## config.mk

```make
export PLATFORM = sky130hd
export DESIGN_NAME = trial_candidate_selector_top
export DESIGN_NICKNAME = d
export VERILOG_FILES = /design/src/rtl/core/tcs_pkg.sv /design/src/rtl/core/trial_candidate_selector_top.sv /design/src/rtl/core/tcs_div.sv /design/src/rtl/core/tcs_dp.sv /design/src/rtl/core/tcs_ctrl.sv
export SDC_FILE = /design/constraint.sdc
export NUM_CORES = 2
export LEC_CHECK = 0
export ABC_AREA = 1
export ABC_CLOCK_PERIOD_IN_PS = 17600
export BUFFER_PORTS_ARGS = -buffer_cell sky130_fd_sc_hd__buf_2
export CORE_MARGIN = 1.5
export CORE_UTILIZATION = 40
export CTS_BUF_LIST = sky130_fd_sc_hd__clkbuf_4
export DETAILED_ROUTE_END_ITERATION = 7
export PLACE_DENSITY = 0.6
export SLEW_MARGIN = 30
export SYNTH_ARGS = -nofsm -noshare
export SYNTH_HDL_FRONTEND = slang
export SYNTH_SLANG_ARGS = --single-unit
```

## constraint.sdc

```tcl
create_clock -name i_clk -period 17.6 [get_ports i_clk]
set_input_delay 2.64 -clock i_clk [delete_from_list [all_inputs] [get_ports i_clk]]
set_output_delay 2.64 -clock i_clk [all_outputs]
set_load 0.05 [all_outputs]
```

## src/rtl/core/tcs_pkg.sv

```systemverilog
// ----------------------------------------------------------------------------
// tcs_pkg
// Shared constants and types for the trial candidate selector.
// ----------------------------------------------------------------------------
package tcs_pkg;

    localparam int unsigned DATA_W  = 32;
    localparam int unsigned TIME_W  = 16;
    localparam int unsigned IDENT_W = 16;
    localparam int unsigned CNT_W   = 5;
    localparam int unsigned IDX_W   = 4;
    localparam int unsigned CFG_IW  = 2;

    localparam logic [DATA_W-1:0] ALL_ONES = {DATA_W{1'b1}};

    // Command codes of an input word
    localparam logic [1:0] CMD_START  = 2'd0;
    localparam logic [1:0] CMD_UPDATE = 2'd1;
    localparam logic [1:0] CMD_ABORT  = 2'd2;

    // Trial phases
    localparam logic [1:0] PH_IDLE = 2'd0;
    localparam logic [1:0] PH_WARM = 2'd1;
    localparam logic [1:0] PH_MEAS = 2'd2;

    // Configuration register indexes
    localparam logic [CFG_IW-1:0] CFG_WARMUP  = 2'd0;
    localparam logic [CFG_IW-1:0] CFG_MEASURE = 2'd1;

    // Controller to datapath
    typedef struct packed {
        logic capture;     // latch the accepted input word
        logic prep;        // register counter differences
        logic div_start;   // launch the average-ticks division
        logic score_mode;  // evaluate the advance with the quotient
        logic commit;      // update state and load the result word
    } t_dp_cmd;

    // Datapath to controller
    typedef struct packed {
        logic need_div;
        logic div_done;
    } t_dp_status;

endpackage

```

## src/rtl/core/trial_candidate_selector_top.sv

```systemverilog
// ----------------------------------------------------------------------------
// trial_candidate_selector_top: sequences load-balance trials, keeps the best
// One word at a time: capture, register differences, evaluate, then commit once the
// result slot is free; a closed window with blocks counted runs the 32-step divider.
// Reset (i_rst_n low, synchronous): idle phase, no result pending, 500/1000 ms.
// ----------------------------------------------------------------------------
module trial_candidate_selector_top #(
    parameter int MAX_CANDIDATES = 16
) (
    input  logic                          i_clk,
    input  logic                          i_rst_n,
    // input word channel
    input  logic                          i_in_valid,
    output logic                          o_in_stall,
    input  logic [1:0]                    i_cmd,
    input  logic [tcs_pkg::DATA_W-1:0]    i_now_time,
    input  logic [tcs_pkg::CNT_W-1:0]     i_candidate_total,
    input  logic                          i_patch_loaded,
    input  logic [tcs_pkg::IDENT_W-1:0]   i_patch_ident,
    input  logic                          i_patch_loading,
    input  logic                          i_audio_playing,
    input  logic                          i_overload_stopped,
    input  logic [tcs_pkg::DATA_W-1:0]    i_tick_total,
    input  logic [tcs_pkg::DATA_W-1:0]    i_block_total,
    input  logic [tcs_pkg::DATA_W-1:0]    i_overrun_total,
    input  logic                          i_auto_request,
    // result word channel
    output logic                          o_out_valid,
    input  logic                          i_out_stall,
    output logic                          o_apply_valid,
    output logic [tcs_pkg::IDX_W-1:0]     o_apply_index,
    output logic                          o_save_to_patch,
    output logic                          o_silence_audio,
    output logic [1:0]                    o_trial_phase,
    output logic                          o_auto_running,
    output logic                          o_clear_overload_flag,
    output logic                          o_notify_optimizing,
    // configuration write channel
    input  logic                          i_cfg_valid,
    output logic                          o_cfg_ready,
    input  logic [tcs_pkg::CFG_IW-1:0]    i_cfg_index,
    input  logic [tcs_pkg::TIME_W-1:0]    i_cfg_data
);
    import tcs_pkg::*;

    t_dp_cmd    cmd_bus;
    t_dp_status status;

    // Configuration writes land at once; the user must send them while idle; not enforced
    assign o_cfg_ready = 1'b1;

    // The sequencer holds off new words until the current one is resolved;
    // the result register lets a finished word wait while the next is taken.
    tcs_ctrl u_ctrl (
        .i_clk       (i_clk),
        .i_rst_n     (i_rst_n),
        .i_in_valid  (i_in_valid),
        .i_out_stall (i_out_stall),
        .i_status    (status),
        .o_cmd_bus   (cmd_bus),
        .o_in_stall  (o_in_stall),
        .o_out_valid (o_out_valid)
    );

    // Trial state, scoring, divider and result register
    tcs_dp #(
        .MAX_CANDIDATES (MAX_CANDIDATES)
    ) u_dp (
        .i_clk                 (i_clk),
        .i_rst_n               (i_rst_n),
        .i_cmd_bus             (cmd_bus),
        .o_status              (status),
        .i_cfg_we              (i_cfg_valid && o_cfg_ready),
        .i_cfg_index           (i_cfg_index),
        .i_cfg_data            (i_cfg_data),
        .i_cmd                 (i_cmd),
        .i_now_time            (i_now_time),
        .i_candidate_total     (i_candidate_total),
        .i_patch_loaded        (i_patch_loaded),
        .i_patch_ident         (i_patch_ident),
        .i_patch_loading       (i_patch_loading),
        .i_audio_playing       (i_audio_playing),
        .i_overload_stopped    (i_overload_stopped),
        .i_tick_total          (i_tick_total),
        .i_block_total         (i_block_total),
        .i_overrun_total       (i_overrun_total),
        .i_auto_request        (i_auto_request),
        .o_apply_valid         (o_apply_valid),
        .o_apply_index         (o_apply_index),
        .o_save_to_patch       (o_save_to_patch),
        .o_silence_audio       (o_silence_audio),
        .o_trial_phase         (o_trial_phase),
        .o_auto_running        (o_auto_running),
        .o_clear_overload_flag (o_clear_overload_flag),
        .o_notify_optimizing   (o_notify_optimizing)
    );

`ifndef ASSERT_OFF
    // An accepted word holds off the next one
    a_busy_after_accept: assert property (@(posedge i_clk) disable iff (!i_rst_n)
        (i_in_valid && !o_in_stall) |=> o_in_stall)
        else $error("input not held off after accept");

    // Idle phase means no silencing and no automatic run
    a_idle_flags: assert property (@(posedge i_clk) disable iff (!i_rst_n)
        (o_out_valid && o_trial_phase == PH_IDLE) |-> (!o_silence_audio && !o_auto_running))
        else $error("flags left set in idle phase");

    // Saving only happens when a run finishes
    a_save_finishes: assert property (@(posedge i_clk) disable iff (!i_rst_n)
        (o_out_valid && o_save_to_patch) |-> (o_trial_phase == PH_IDLE))
        else $error("save while a trial is running");

    // No index without an apply
    a_index_zero: assert property (@(posedge i_clk) disable iff (!i_rst_n)
        (o_out_valid && !o_apply_valid) |-> (o_apply_index == '0))
        else $error("apply index set without apply");
`endif

endmodule

```

## src/rtl/core/tcs_div.sv

```systemverilog
// ----------------------------------------------------------------------------
// tcs_div
// Restoring unsigned divider, one quotient bit per cycle.
// ----------------------------------------------------------------------------
module tcs_div (
    input  logic                         i_clk,
    input  logic                         i_rst_n,
    input  logic                         i_start,
    input  logic [tcs_pkg::DATA_W-1:0]   i_dividend,
    input  logic [tcs_pkg::DATA_W-1:0]   i_divisor,
    output logic [tcs_pkg::DATA_W-1:0]   o_quotient,
    output logic                         o_done
);
    import tcs_pkg::*;

    localparam int unsigned STEP_W = $clog2(DATA_W);

    logic [DATA_W-1:0] r_rem, r_quo, r_dvs;
    logic [STEP_W-1:0] r_step;
    logic              r_busy, r_done;
    logic [DATA_W:0]   shifted, trial;

    assign shifted = {r_rem, r_quo[DATA_W-1]};
    assign trial   = shifted - {1'b0, r_dvs};

    always_ff @(posedge i_clk) begin
        if (!i_rst_n) begin
            r_busy <= 1'b0;
            r_done <= 1'b0;
            r_step <= '0;
        end else begin
            r_done <= 1'b0;
            if (i_start) begin
                r_busy <= 1'b1;
                r_step <= '0;
            end else if (r_busy) begin
                r_step <= r_step + 1'b1;
                if (r_step == STEP_W'(DATA_W - 1)) begin
                    r_busy <= 1'b0;
                    r_done <= 1'b1;
                end
            end
        end
    end

    always_ff @(posedge i_clk) begin
        if (i_start) begin
            r_rem <= '0;
            r_quo <= i_dividend;
            r_dvs <= i_divisor;
        end else if (r_busy) begin
            if (!trial[DATA_W]) begin
                r_rem <= trial[DATA_W-1:0];
                r_quo <= {r_quo[DATA_W-2:0], 1'b1};
            end else begin
                r_rem <= shifted[DATA_W-1:0];
                r_quo <= {r_quo[DATA_W-2:0], 1'b0};
            end
        end
    end

    assign o_quotient = r_quo;
    assign o_done     = r_done;

endmodule

```

## src/rtl/core/tcs_dp.sv

```systemverilog
// ----------------------------------------------------------------------------
// tcs_dp
// Trial state, scoring logic, configuration registers and result word.
// ----------------------------------------------------------------------------
module tcs_dp #(
    parameter int MAX_CANDIDATES = 16
) (
    input  logic                          i_clk,
    input  logic                          i_rst_n,
    input  tcs_pkg::t_dp_cmd              i_cmd_bus,
    output tcs_pkg::t_dp_status           o_status,
    // configuration write
    input  logic                          i_cfg_we,
    input  logic [tcs_pkg::CFG_IW-1:0]    i_cfg_index,
    input  logic [tcs_pkg::TIME_W-1:0]    i_cfg_data,
    // input word fields
    input  logic [1:0]                    i_cmd,
    input  logic [tcs_pkg::DATA_W-1:0]    i_now_time,
    input  logic [tcs_pkg::CNT_W-1:0]     i_candidate_total,
    input  logic                          i_patch_loaded,
    input  logic [tcs_pkg::IDENT_W-1:0]   i_patch_ident,
    input  logic                          i_patch_loading,
    input  logic                          i_audio_playing,
    input  logic                          i_overload_stopped,
    input  logic [tcs_pkg::DATA_W-1:0]    i_tick_total,
    input  logic [tcs_pkg::DATA_W-1:0]    i_block_total,
    input  logic [tcs_pkg::DATA_W-1:0]    i_overrun_total,
    input  logic                          i_auto_request,
    // result word
    output logic                          o_apply_valid,
    output logic [tcs_pkg::IDX_W-1:0]     o_apply_index,
    output logic                          o_save_to_patch,
    output logic                          o_silence_audio,
    output logic [1:0]                    o_trial_phase,
    output logic                          o_auto_running,
    output logic                          o_clear_overload_flag,
    output logic                          o_notify_optimizing
);
    import tcs_pkg::*;

    // captured input word
    logic [1:0]         r_cmd;
    logic [DATA_W-1:0]  r_now, r_ticks, r_blocks, r_ovrs;
    logic [CNT_W-1:0]   r_ctot;
    logic               r_ploaded, r_ploading, r_playing, r_ovl, r_auto_req;
    logic [IDENT_W-1:0] r_pident;

    // differences
    logic [DATA_W-1:0]  r_elapsed, r_tdiff, r_bdiff, r_odiff;

    // trial state
    logic [1:0]         r_phase, n_phase;
    logic [CNT_W-1:0]   r_cur, n_cur, r_count, n_count;
    logic [IDX_W-1:0]   r_best_idx, n_best_idx;
    logic [DATA_W-1:0]  r_best_avg, n_best_avg, r_best_ovr, n_best_ovr;
    logic [DATA_W-1:0]  r_win, n_win, r_tstart, n_tstart;
    logic [DATA_W-1:0]  r_bstart, n_bstart, r_ostart, n_ostart;
    logic [IDENT_W-1:0] r_patch, n_patch;
    logic               r_silent, n_silent, r_auto, n_auto;
    logic [TIME_W-1:0]  r_warm, r_meas;

    // result flags for this step
    logic               res_apply, res_save, res_clear, res_notify;
    logic [IDX_W-1:0]   res_index;

    logic               need_div, do_adv, better, start_ok;
    logic [CNT_W-1:0]   n_cap, nxt;
    logic [DATA_W-1:0]  adv_avg, adv_ovr, quotient;
    logic               div_done;

    tcs_div u_div (
        .i_clk      (i_clk),
        .i_rst_n    (i_rst_n),
        .i_start    (i_cmd_bus.div_start),
        .i_dividend (r_tdiff),
        .i_divisor  (r_bdiff),
        .o_quotient (quotient),
        .o_done     (div_done)
    );

    // Capture the word and its counter differences
    always_ff @(posedge i_clk) begin
        if (i_cmd_bus.capture) begin
            r_cmd      <= i_cmd;
            r_now      <= i_now_time;
            r_ctot     <= i_candidate_total;
            r_ploaded  <= i_patch_loaded;
            r_pident   <= i_patch_ident;
            r_ploading <= i_patch_loading;
            r_playing  <= i_audio_playing;
            r_ovl      <= i_overload_stopped;
            r_ticks    <= i_tick_total;
            r_blocks   <= i_block_total;
            r_ovrs     <= i_overrun_total;
            r_auto_req <= i_auto_request;
        end
        if (i_cmd_bus.prep) begin
            r_elapsed <= r_now - r_win;
            r_tdiff   <= r_ticks - r_tstart;
            r_bdiff   <= r_blocks - r_bstart;
            r_odiff   <= r_ovrs - r_ostart;
        end
    end

    assign n_cap    = (int'(r_ctot) > MAX_CANDIDATES) ? CNT_W'(MAX_CANDIDATES) : r_ctot;
    assign start_ok = (r_phase == PH_IDLE) && r_ploaded && (n_cap != '0);

    assign adv_avg = i_cmd_bus.score_mode ? quotient : ALL_ONES;
    assign adv_ovr = i_cmd_bus.score_mode ? r_odiff  : ALL_ONES;
    assign better  = (adv_ovr < r_best_ovr) ||
                     ((adv_ovr == r_best_ovr) && (adv_avg < r_best_avg));
    assign nxt     = r_cur + 1'b1;

    always_comb begin
        n_phase    = r_phase;
        n_cur      = r_cur;
        n_count    = r_count;
        n_best_idx = r_best_idx;
        n_best_avg = r_best_avg;
        n_best_ovr = r_best_ovr;
        n_win      = r_win;
        n_tstart   = r_tstart;
        n_bstart   = r_bstart;
        n_ostart   = r_ostart;
        n_patch    = r_patch;
        n_silent   = r_silent;
        n_auto     = r_auto;
        res_apply  = 1'b0;
        res_index  = '0;
        res_save   = 1'b0;
        res_clear  = 1'b0;
        res_notify = 1'b0;
        need_div   = 1'b0;
        do_adv     = 1'b0;

        if (i_cmd_bus.score_mode) begin
            do_adv = 1'b1;
        end else begin
            case (r_cmd)
                CMD_START, CMD_UPDATE: begin
                    if (r_cmd == CMD_UPDATE && r_phase != PH_IDLE) begin
                        if (!r_ploaded || r_ploading || r_pident != r_patch) begin
                            n_silent = 1'b0;
                            n_auto   = 1'b0;
                            n_phase  = PH_IDLE;
                        end else if (!r_playing) begin
                            if (r_ovl) begin
                                res_clear = 1'b1;
                                do_adv    = 1'b1;
                            end else begin
                                n_silent = 1'b0;
                                n_auto   = 1'b0;
                                n_phase  = PH_IDLE;
                                res_save = 1'b1;
                            end
                        end else if (r_phase == PH_WARM) begin
                            if (r_elapsed >= DATA_W'(r_warm)) begin
                                n_tstart = r_ticks;
                                n_bstart = r_blocks;
                                n_ostart = r_ovrs;
                                n_win    = r_now;
                                n_phase  = PH_MEAS;
                            end
                        end else if (r_phase == PH_MEAS) begin
                            if (r_elapsed >= DATA_W'(r_meas)) begin
                                if (r_bdiff == '0) begin
                                    n_win = r_now;
                                end else begin
                                    need_div = 1'b1;
                                end
                            end
                        end
                    end else if (r_cmd == CMD_START || r_auto_req) begin
                        res_notify = (r_cmd == CMD_UPDATE);
                        if (start_ok) begin
                            n_count    = n_cap;
                            n_patch    = r_pident;
                            n_cur      = '0;
                            n_best_idx = '0;
                            n_best_avg = ALL_ONES;
                            n_best_ovr = ALL_ONES;
                            res_apply  = 1'b1;
                            res_clear  = 1'b1;
                            if (n_cap == CNT_W'(1)) begin
                                res_save = 1'b1;
                                n_silent = 1'b0;
                                n_auto   = 1'b0;
                                n_phase  = PH_IDLE;
                            end else begin
                                n_silent = 1'b1;
                                n_win    = r_now;
                                n_phase  = PH_WARM;
                                if (r_cmd == CMD_UPDATE) begin
                                    n_auto = 1'b1;
                                end
                            end
                        end else if (r_cmd == CMD_UPDATE) begin
                            n_auto = 1'b0;
                        end
                    end
                end
                CMD_ABORT: begin
                    if (r_phase != PH_IDLE) begin
                        n_silent = 1'b0;
                        n_auto   = 1'b0;
                        n_phase  = PH_IDLE;
                        res_save = 1'b1;
                        if (r_ploaded) begin
                            res_apply = 1'b1;
                            res_index = (r_best_ovr == ALL_ONES) ? '0 : r_best_idx;
                        end
                    end
                end
                default: begin
                end
            endcase
        end

        // Move on to the next candidate, or finish and apply the winner
        if (do_adv) begin
            if (better) begin
                n_best_ovr = adv_ovr;
                n_best_avg = adv_avg;
                n_best_idx = r_cur[IDX_W-1:0];
            end
            n_cur     = nxt;
            res_apply = 1'b1;
            if (nxt < r_count) begin
                res_index = nxt[IDX_W-1:0];
                n_win     = r_now;
                n_phase   = PH_WARM;
            end else begin
                res_index = better ? r_cur[IDX_W-1:0] : r_best_idx;
                res_save  = 1'b1;
                n_silent  = 1'b0;
                n_auto    = 1'b0;
                n_phase   = PH_IDLE;
            end
        end
    end

    always_ff @(posedge i_clk) begin
        if (!i_rst_n) begin
            r_phase    <= PH_IDLE;
            r_cur      <= '0;
            r_count    <= '0;
            r_best_idx <= '0;
            r_best_avg <= ALL_ONES;
            r_best_ovr <= ALL_ONES;
            r_win      <= '0;
            r_tstart   <= '0;
            r_bstart   <= '0;
            r_ostart   <= '0;
            r_patch    <= '0;
            r_silent   <= 1'b0;
            r_auto     <= 1'b0;
            r_warm     <= TIME_W'(500);
            r_meas     <= TIME_W'(1000);
        end else begin
            if (i_cmd_bus.commit) begin
                r_phase    <= n_phase;
                r_cur      <= n_cur;
                r_count    <= n_count;
                r_best_idx <= n_best_idx;
                r_best_avg <= n_best_avg;
                r_best_ovr <= n_best_ovr;
                r_win      <= n_win;
                r_tstart   <= n_tstart;
                r_bstart   <= n_bstart;
                r_ostart   <= n_ostart;
                r_patch    <= n_patch;
                r_silent   <= n_silent;
                r_auto     <= n_auto;
            end
            if (i_cfg_we) begin
                unique case (i_cfg_index)
                    CFG_WARMUP:  r_warm <= i_cfg_data;
                    CFG_MEASURE: r_meas <= i_cfg_data;
                    default: begin
                    end
                endcase
            end
        end
    end

    // Result word register
    always_ff @(posedge i_clk) begin
        if (i_cmd_bus.commit) begin
            o_apply_valid         <= res_apply;
            o_apply_index         <= res_apply ? res_index : '0;
            o_save_to_patch       <= res_save;
            o_silence_audio       <= n_silent;
            o_trial_phase         <= n_phase;
            o_auto_running        <= n_auto;
            o_clear_overload_flag <= res_clear;
            o_notify_optimizing   <= res_notify;
        end
    end

    assign o_status.need_div = need_div;
    assign o_status.div_done = div_done;

endmodule

```

## src/rtl/core/tcs_ctrl.sv

```systemverilog
// ----------------------------------------------------------------------------
// tcs_ctrl
// Sequencer: accept a word, evaluate it, divide if scoring, emit the result.
// ----------------------------------------------------------------------------
module tcs_ctrl (
    input  logic                 i_clk,
    input  logic                 i_rst_n,
    input  logic                 i_in_valid,
    input  logic                 i_out_stall,
    input  tcs_pkg::t_dp_status  i_status,
    output tcs_pkg::t_dp_cmd     o_cmd_bus,
    output logic                 o_in_stall,
    output logic                 o_out_valid
);
    import tcs_pkg::*;

    localparam logic [2:0] S_IDLE  = 3'd0;
    localparam logic [2:0] S_PREP  = 3'd1;
    localparam logic [2:0] S_EVAL  = 3'd2;
    localparam logic [2:0] S_DIV   = 3'd3;
    localparam logic [2:0] S_SCORE = 3'd4;

    logic [2:0] r_state, n_state;
    logic       r_out_valid, n_out_valid;
    logic       slot_free, accept;

    assign slot_free = !r_out_valid || !i_out_stall;
    assign accept    = (r_state == S_IDLE) && i_in_valid;

    always_comb begin
        n_state   = r_state;
        o_cmd_bus = '0;
        o_cmd_bus.capture = accept;
        unique case (r_state)
            S_IDLE: begin
                if (i_in_valid) begin
                    n_state = S_PREP;
                end
            end
            S_PREP: begin
                o_cmd_bus.prep = 1'b1;
                n_state        = S_EVAL;
            end
            S_EVAL: begin
                if (i_status.need_div) begin
                    o_cmd_bus.div_start = 1'b1;
                    n_state             = S_DIV;
                end else if (slot_free) begin
                    o_cmd_bus.commit = 1'b1;
                    n_state          = S_IDLE;
                end
            end
            S_DIV: begin
                if (i_status.div_done) begin
                    n_state = S_SCORE;
                end
            end
            S_SCORE: begin
                o_cmd_bus.score_mode = 1'b1;
                if (slot_free) begin
                    o_cmd_bus.commit = 1'b1;
                    n_state          = S_IDLE;
                end
            end
            default: begin
                n_state = S_IDLE;
            end
        endcase
    end

    assign n_out_valid = o_cmd_bus.commit || (r_out_valid && i_out_stall);

    always_ff @(posedge i_clk) begin
        if (!i_rst_n) begin
            r_state     <= S_IDLE;
            r_out_valid <= 1'b0;
        end else begin
            r_state     <= n_state;
            r_out_valid <= n_out_valid;
        end
    end

    assign o_in_stall  = (r_state != S_IDLE);
    assign o_out_valid = r_out_valid;

endmodule
```

Word-level counts from Yosys, hierarchy flattened
Index checks and enable logic that the tools add are counted.
{ "word_totals": {"regBits": 661, "latch_bits": 0, "mem_bits_rw": 0, "mem_bits_ro": 0, "word_cells": 272, "mem_count": 0} }
{ "op_classes": {"addsub": 7, "multipliers": 0, "div": 0, "order_cmp": 6, "eq_ne": 18, "shifts": 0, "mux": 149, "bitwise": 7, "n_reduce_logical": 38} }
{ "ops": {"columns": ["op", "n"], "rows": [
  ["two-way mux 32 bit", 34],
  ["subtractor 32 bit", 4],
  ["two-way mux 1 bit", 71],
  [">= comparator 32 x 16 -> 1 bit", 2],
  ["less-than comparator 32 bit", 2],
  ["two-way mux 4 bit", 15],
  ["two-way mux 5 bit", 7],
  ["subtractor 33 x 32 -> 33 bit", 1],
  ["== test 32 bit", 1],
  ["== test 32 bit, second input constant", 1],
  ["logical NOT 32 bit", 1],
  ["two-way mux 2 bit", 11],
  ["inequality test 16 bit", 1],
  ["case mux 3 bit (5 select lines)", 1],
  ["two-way mux 3 bit", 4],
  ["AND reduction 6 bit", 2],
  ["adder 5 x 1 -> 5 bit, second input constant", 2],
  ["case mux 1 bit (2 select lines)", 5],
  ["nonzero test 2 bit", 5],
  ["AND reduction 8 bit", 1],
  ["inverter 1 bit", 7],
  ["== test 2 x 1 -> 1 bit, second input constant", 3],
  ["== test 3 x 2 -> 1 bit, second input constant", 2],
  ["logical AND 1 bit", 6],
  ["20 further kinds", 36]
]} }

Depth between registers and ports, before layout
{ "depth": {"depth_word": 13, "mapped_depth": 23, "mapped_depth_nobuf": 21} }

By module
From an unflattened synthesis, not the netlist that was laid out.
{ "unflattened": {"hier_cells": 4971, "hier_area_um2": 38739.7} }
{ "modules_own_cells": {"columns": ["mod", "instances", "cells_per_inst", "area_each_um2"], "rows": [
  ["tcs_dp", 1, 3892, 31585.3],
  ["tcs_div", 1, 1031, 6874.1],
  ["tcs_ctrl", 1, 46, 269.0],
  ["trial_candidate_selector_top", 1, 2, 11.3]
]} }

Worst setup path after synthesis
OpenSTA, ideal clock, no wires.
{ "synth_path": {"path_type": "reg-to-reg", "startpoint": "reg u_ctrl.r_state[0]", "endpoint": "reg u_ctrl.r_state[1]", "arrival_time_ns": 9.967, "slack_ns": 7.547, "stages_incl_launch_ff": 5, "n_path_buf": 0, "cell_sequence": "dfxtp_1 inv_1 nor3_1 o41ai_1 inv_1"} }
{ "synth_via": {"elab_chain_cells": 5, "elab_cells_between_ends": 12} }
{ "synth_rtl": {"columns": ["element", "line_no", "source"], "rows": [
  ["start, declared", "tcs_ctrl.sv:23", "logic [2:0] r_state, n_state;"],
  ["start signal, assigned", "tcs_ctrl.sv:78", "r_state <= n_state;"],
  ["== test 3 bit", "tcs_ctrl.sv:34", "unique case (r_state)"],
  ["two-way mux 1 bit", "tcs_ctrl.sv:34", null],
  ["two-way mux 1 bit", "tcs_dp.sv:136", "if (i_cmd_bus.score_mode) begin"],
  ["two-way mux 3 bit", "tcs_ctrl.sv:45", "if (i_status.need_div) begin"],
  ["case mux 3 bit (5 select lines)", "tcs_ctrl.sv:34", null]
]} }
Several ways; a longest one is shown, not always the timed one.
A chain may end at the register's enable or synchronous reset.

Worst setup path after layout
{ "layout_path": {"startpoint": "reg u_ctrl.r_state[2]", "endpoint": "out o_in_stall"} }
{ "layout_via": {"elab_chain_cells": 1} }
{ "layout_rtl": {"columns": ["element", "line_no", "source"], "rows": [
  ["nonzero test 3 bit", "tcs_ctrl.sv:83", "assign o_in_stall = (r_state != S_IDLE);"],
  ["end, declared", "trial_candidate_selector_top.sv:14", "output logic o_in_stall,"]
]} }
Every way passes these cells.

==> flow_metrics.tcl <==
set metrics [dict create \
    outcome "completed" \
    num_io_pins 194 \
    yosys_most_used_dff "sky130_fd_sc_hd__edfxtp_1" \
    worst_path_dominant_cell_family "buffers and inverters" \
    synthTopCellsByCount "sky130_fd_sc_hd__nand2_1, sky130_fd_sc_hd__inv_1, sky130_fd_sc_hd__a21oi_1, sky130_fd_sc_hd__edfxtp_1, sky130_fd_sc_hd__nor2_1" \
    grt_antenna_before_repair 13 \
    initial_core_util_pct 40.4 \
    final_net_count 5412 \
    timing.fmax_mhz 208 \
    critical_path_class "register to output port" \
    layout_cell_share_with_drive_strength_beyond_1_pct 11.7 \
    areaGrowthSynthToFinish_pct 12.1 \
    seq_area_frac_synth_pct 44.7 \
    min_path_cells 0 \
    synthesis.nets 5179 \
    dp_worst_setup_slack_ns 12.32 \
    route.detailed.vias_per_inst 4.95 \
    hold_path_end "u_dp.u_div.r_dvs[17]" \
    synth-warning-count 0 \
    fp-row-count 112 \
    worstPathMaxFanout 5 \
    final_setup_vio_count 0 \
    track_usage_pct 19.8 \
    cap_viol_max_count 0 \
    yosysTopAreaCellShare_pct 28.7 \
    wl_per_cell_um 14.8 \
    synth_area_leaders "sky130_fd_sc_hd__edfxtp_1, sky130_fd_sc_hd__dfxtp_1, sky130_fd_sc_hd__nand2_1" \
    synth_most_common_cell "sky130_fd_sc_hd__nand2_1" \
    synth-seq-cells 661 \
    netlist_instances 4737 \
    final.setup_skew_ns 0.0888 \
    crit_required_ns 14.96 \
    cts_max_level 4 \
    slew_headroom_pct 36.8 \
    slowest_stage "sky130_fd_sc_hd__dfxtp_1" \
    drc 0 \
    die-height_um 310 \
    ir_drop_mv 0.0854 \
    cp_slowest_stage_delay_ns 0.41 \
    postCtsSetupBuffers 0 \
    route.antenna.remaining_nets 0 \
    cp_cell_sequence "inv_1 > nand2_1 > buf_2" \
    synthArstFlopShare_pct 0 \
    synth.cell_area_um2 37700 \
    static-leakage-power_nw 19.0 \
    num_vias 31619 \
    pin_count_of_the_biggest_net_entering_global_routing 157 \
    cp.buffers_inverters 2 \
    area_of_the_core_um2 93300 \
    regToRegStartpoint "u_ctrl.r_state[0]" \
    avgSynthCellArea_um2 7.95 \
    firstDrtPassIters 5 \
    minimum_setup_slack_in_the_final_design_ns 12.80 \
    ctsResizeCount 0 \
    tns_ns 0 \
    cts_root_buffer "sky130_fd_sc_hd__clkbuf_4" \
    setup_repair_after_global_routing_missed_its_margin "false" \
    worst_setup_hold_path_clk_slew_ns 0.07 \
    routed_wirelength_um 94400 \
    r2r-end "u_dp.r_bstart[22]" \
    hp-class "register to register" \
    timing.final.crit_period_ns 4.80 \
    layout_worst_path_cycle_share_pct 27.3 \
    tritoncts "yes" \
    clockBufferDepth 3 \
    post-dp-hpwl_um 65100 \
    globalplace.congestion 0.894 \
    floorplan.die.width_um 310 \
    regToRegSetupSlack_ns 13.43 \
    synth_edf_count 360 \
    endpoint_kind "output port" \
    startpoint_type "register" \
    clock-sinks 661 \
    power.density_cell_area_nw_per_um2 96.7 \
    cts_buffers 184 \
    hold_path_startpoint "u_dp.r_bdiff[17]" \
    number_of_global_route_vias_before_repair 30545 \
    timing_max_transition_violations_final 0 \
    r2r.worst_path.cells 12 \
    global_route_wire_length_before_repair_um 152000 \
    final_hold_vio_count 0 \
    worst_skew_pair.late_latency_ns 1.10 \
    globalRouteOverflowTotal 0 \
    worstMarginPinSlew_ns 0.946 \
    post-synth-top-area-cell "sky130_fd_sc_hd__edfxtp_1" \
    port-buffer-count 192 \
    detail_route.iter0.violations 1880 \
    die-area_um2 96000 \
    number_of_hold_buffers_added_after_cts 0 \
    cp_data_arrival_time_ns 2.16 \
    ys_types 54 \
]
worst max path at each step:
stage	startpoint	endpoint	slack, ns	depth (start not counted)
6_report	u_ctrl.r_state[2]	o_in_stall	12.80	3
5_1_grt	u_ctrl.r_state[2]	o_in_stall	12.65	3
4_1_cts	u_ctrl.r_state[2]	o_in_stall	12.66	3
3_5_place_dp	i_out_stall	u_dp.r_bstart[25]	12.32	9
3_3_place_gp	i_out_stall	u_dp.r_bstart[23]	12.36	9
2_1_floorplan	u_ctrl.r_state[0]	u_ctrl.r_state[1]	7.55	4
power breakdown:
group	internal [mW]	switching [mW]	total (mW)
clock network	0.795	0.678	1.47
logic	0.259	0.508	0.767
registers	1.77	0.0687	1.84
total	2.83	1.25	4.08
cells in the final DEF (no fill, tap or decap), drive strengths merged, types with 25 or more instances in the layout:
cell type  Yosys  routed
ha           258     258
o211ai        25      25
clkinv         1      51
clkbuf        88     283
xnor2         41      41
a31oi         25      25
dfxtp        301     301
a21oi        566     566
nor2         366     366
nand2       1138    1138
nand4         52      52
buf           84     219
nand3        238     238
xor2         111     111
o21ai        294     294
nor3          36      36
edfxtp       360     360
inv          648     650
per-stage QoR:
| stage | power (mW) | instances | hold WS (ns) | area (um^2) | utilization, % |
|---|---|---|---|---|---|
| after floorplan | 2.44 | 4737 | 0.427 | 37700 | - |
| after global placement | 2.63 | 6035 | 0.435 | 39600 | 42.4 |
| after detailed placement | 2.64 | 6035 | 0.435 | 39600 | 42.5 |
| after CTS | 4.15 | 6379 | 0.374 | 42100 | 45.1 |
| after global routing | 4.34 | 6384 | 0.414 | 42200 | 45.3 |
| final | 4.08 | 6386 | 0.380 | 42200 | 45.3 |
cell type report:
type | count | area, um^2
fill | 9603 | 51100
tap | 1254 | 1570
clock inverter | 61 | 390
multi-input combinational | 3255 | 17600
inverter | 649 | 2440
antenna | 4 | 10.0
sequential | 661 | 16800
timing repair buffer | 219 | 1250
clock buffer | 283 | 2120
per-layer routing:
layer	vias to the layer above	GRT usage, %	part of all wire (%)
met4	16	8.12	3.0
met1	14437	24.9	45
met2	691	32.7	46
li1	16272	-	-
met3	203	4.54	5.6
met5	-	0	0.10
cell families (layout without fill, tap and decap cells):
| group | Yosys count | in the layout | share of synthesized area [%] |
|---|---|---|---|
| simple gates | 1861 | 1861 | 20.3 |
| compound gates | 978 | 978 | 14.0 |
| buf+inv | 821 | 1212 | 8.64 |
| flops | 661 | 661 | 44.7 |
| fa+ha+maj | 263 | 263 | 8.84 |
| xor+xnor | 152 | 152 | 3.53 |
| other cells | 1 | 5 | 0.00996 |
No activity file was read; power rests on OpenSTA's default activity.
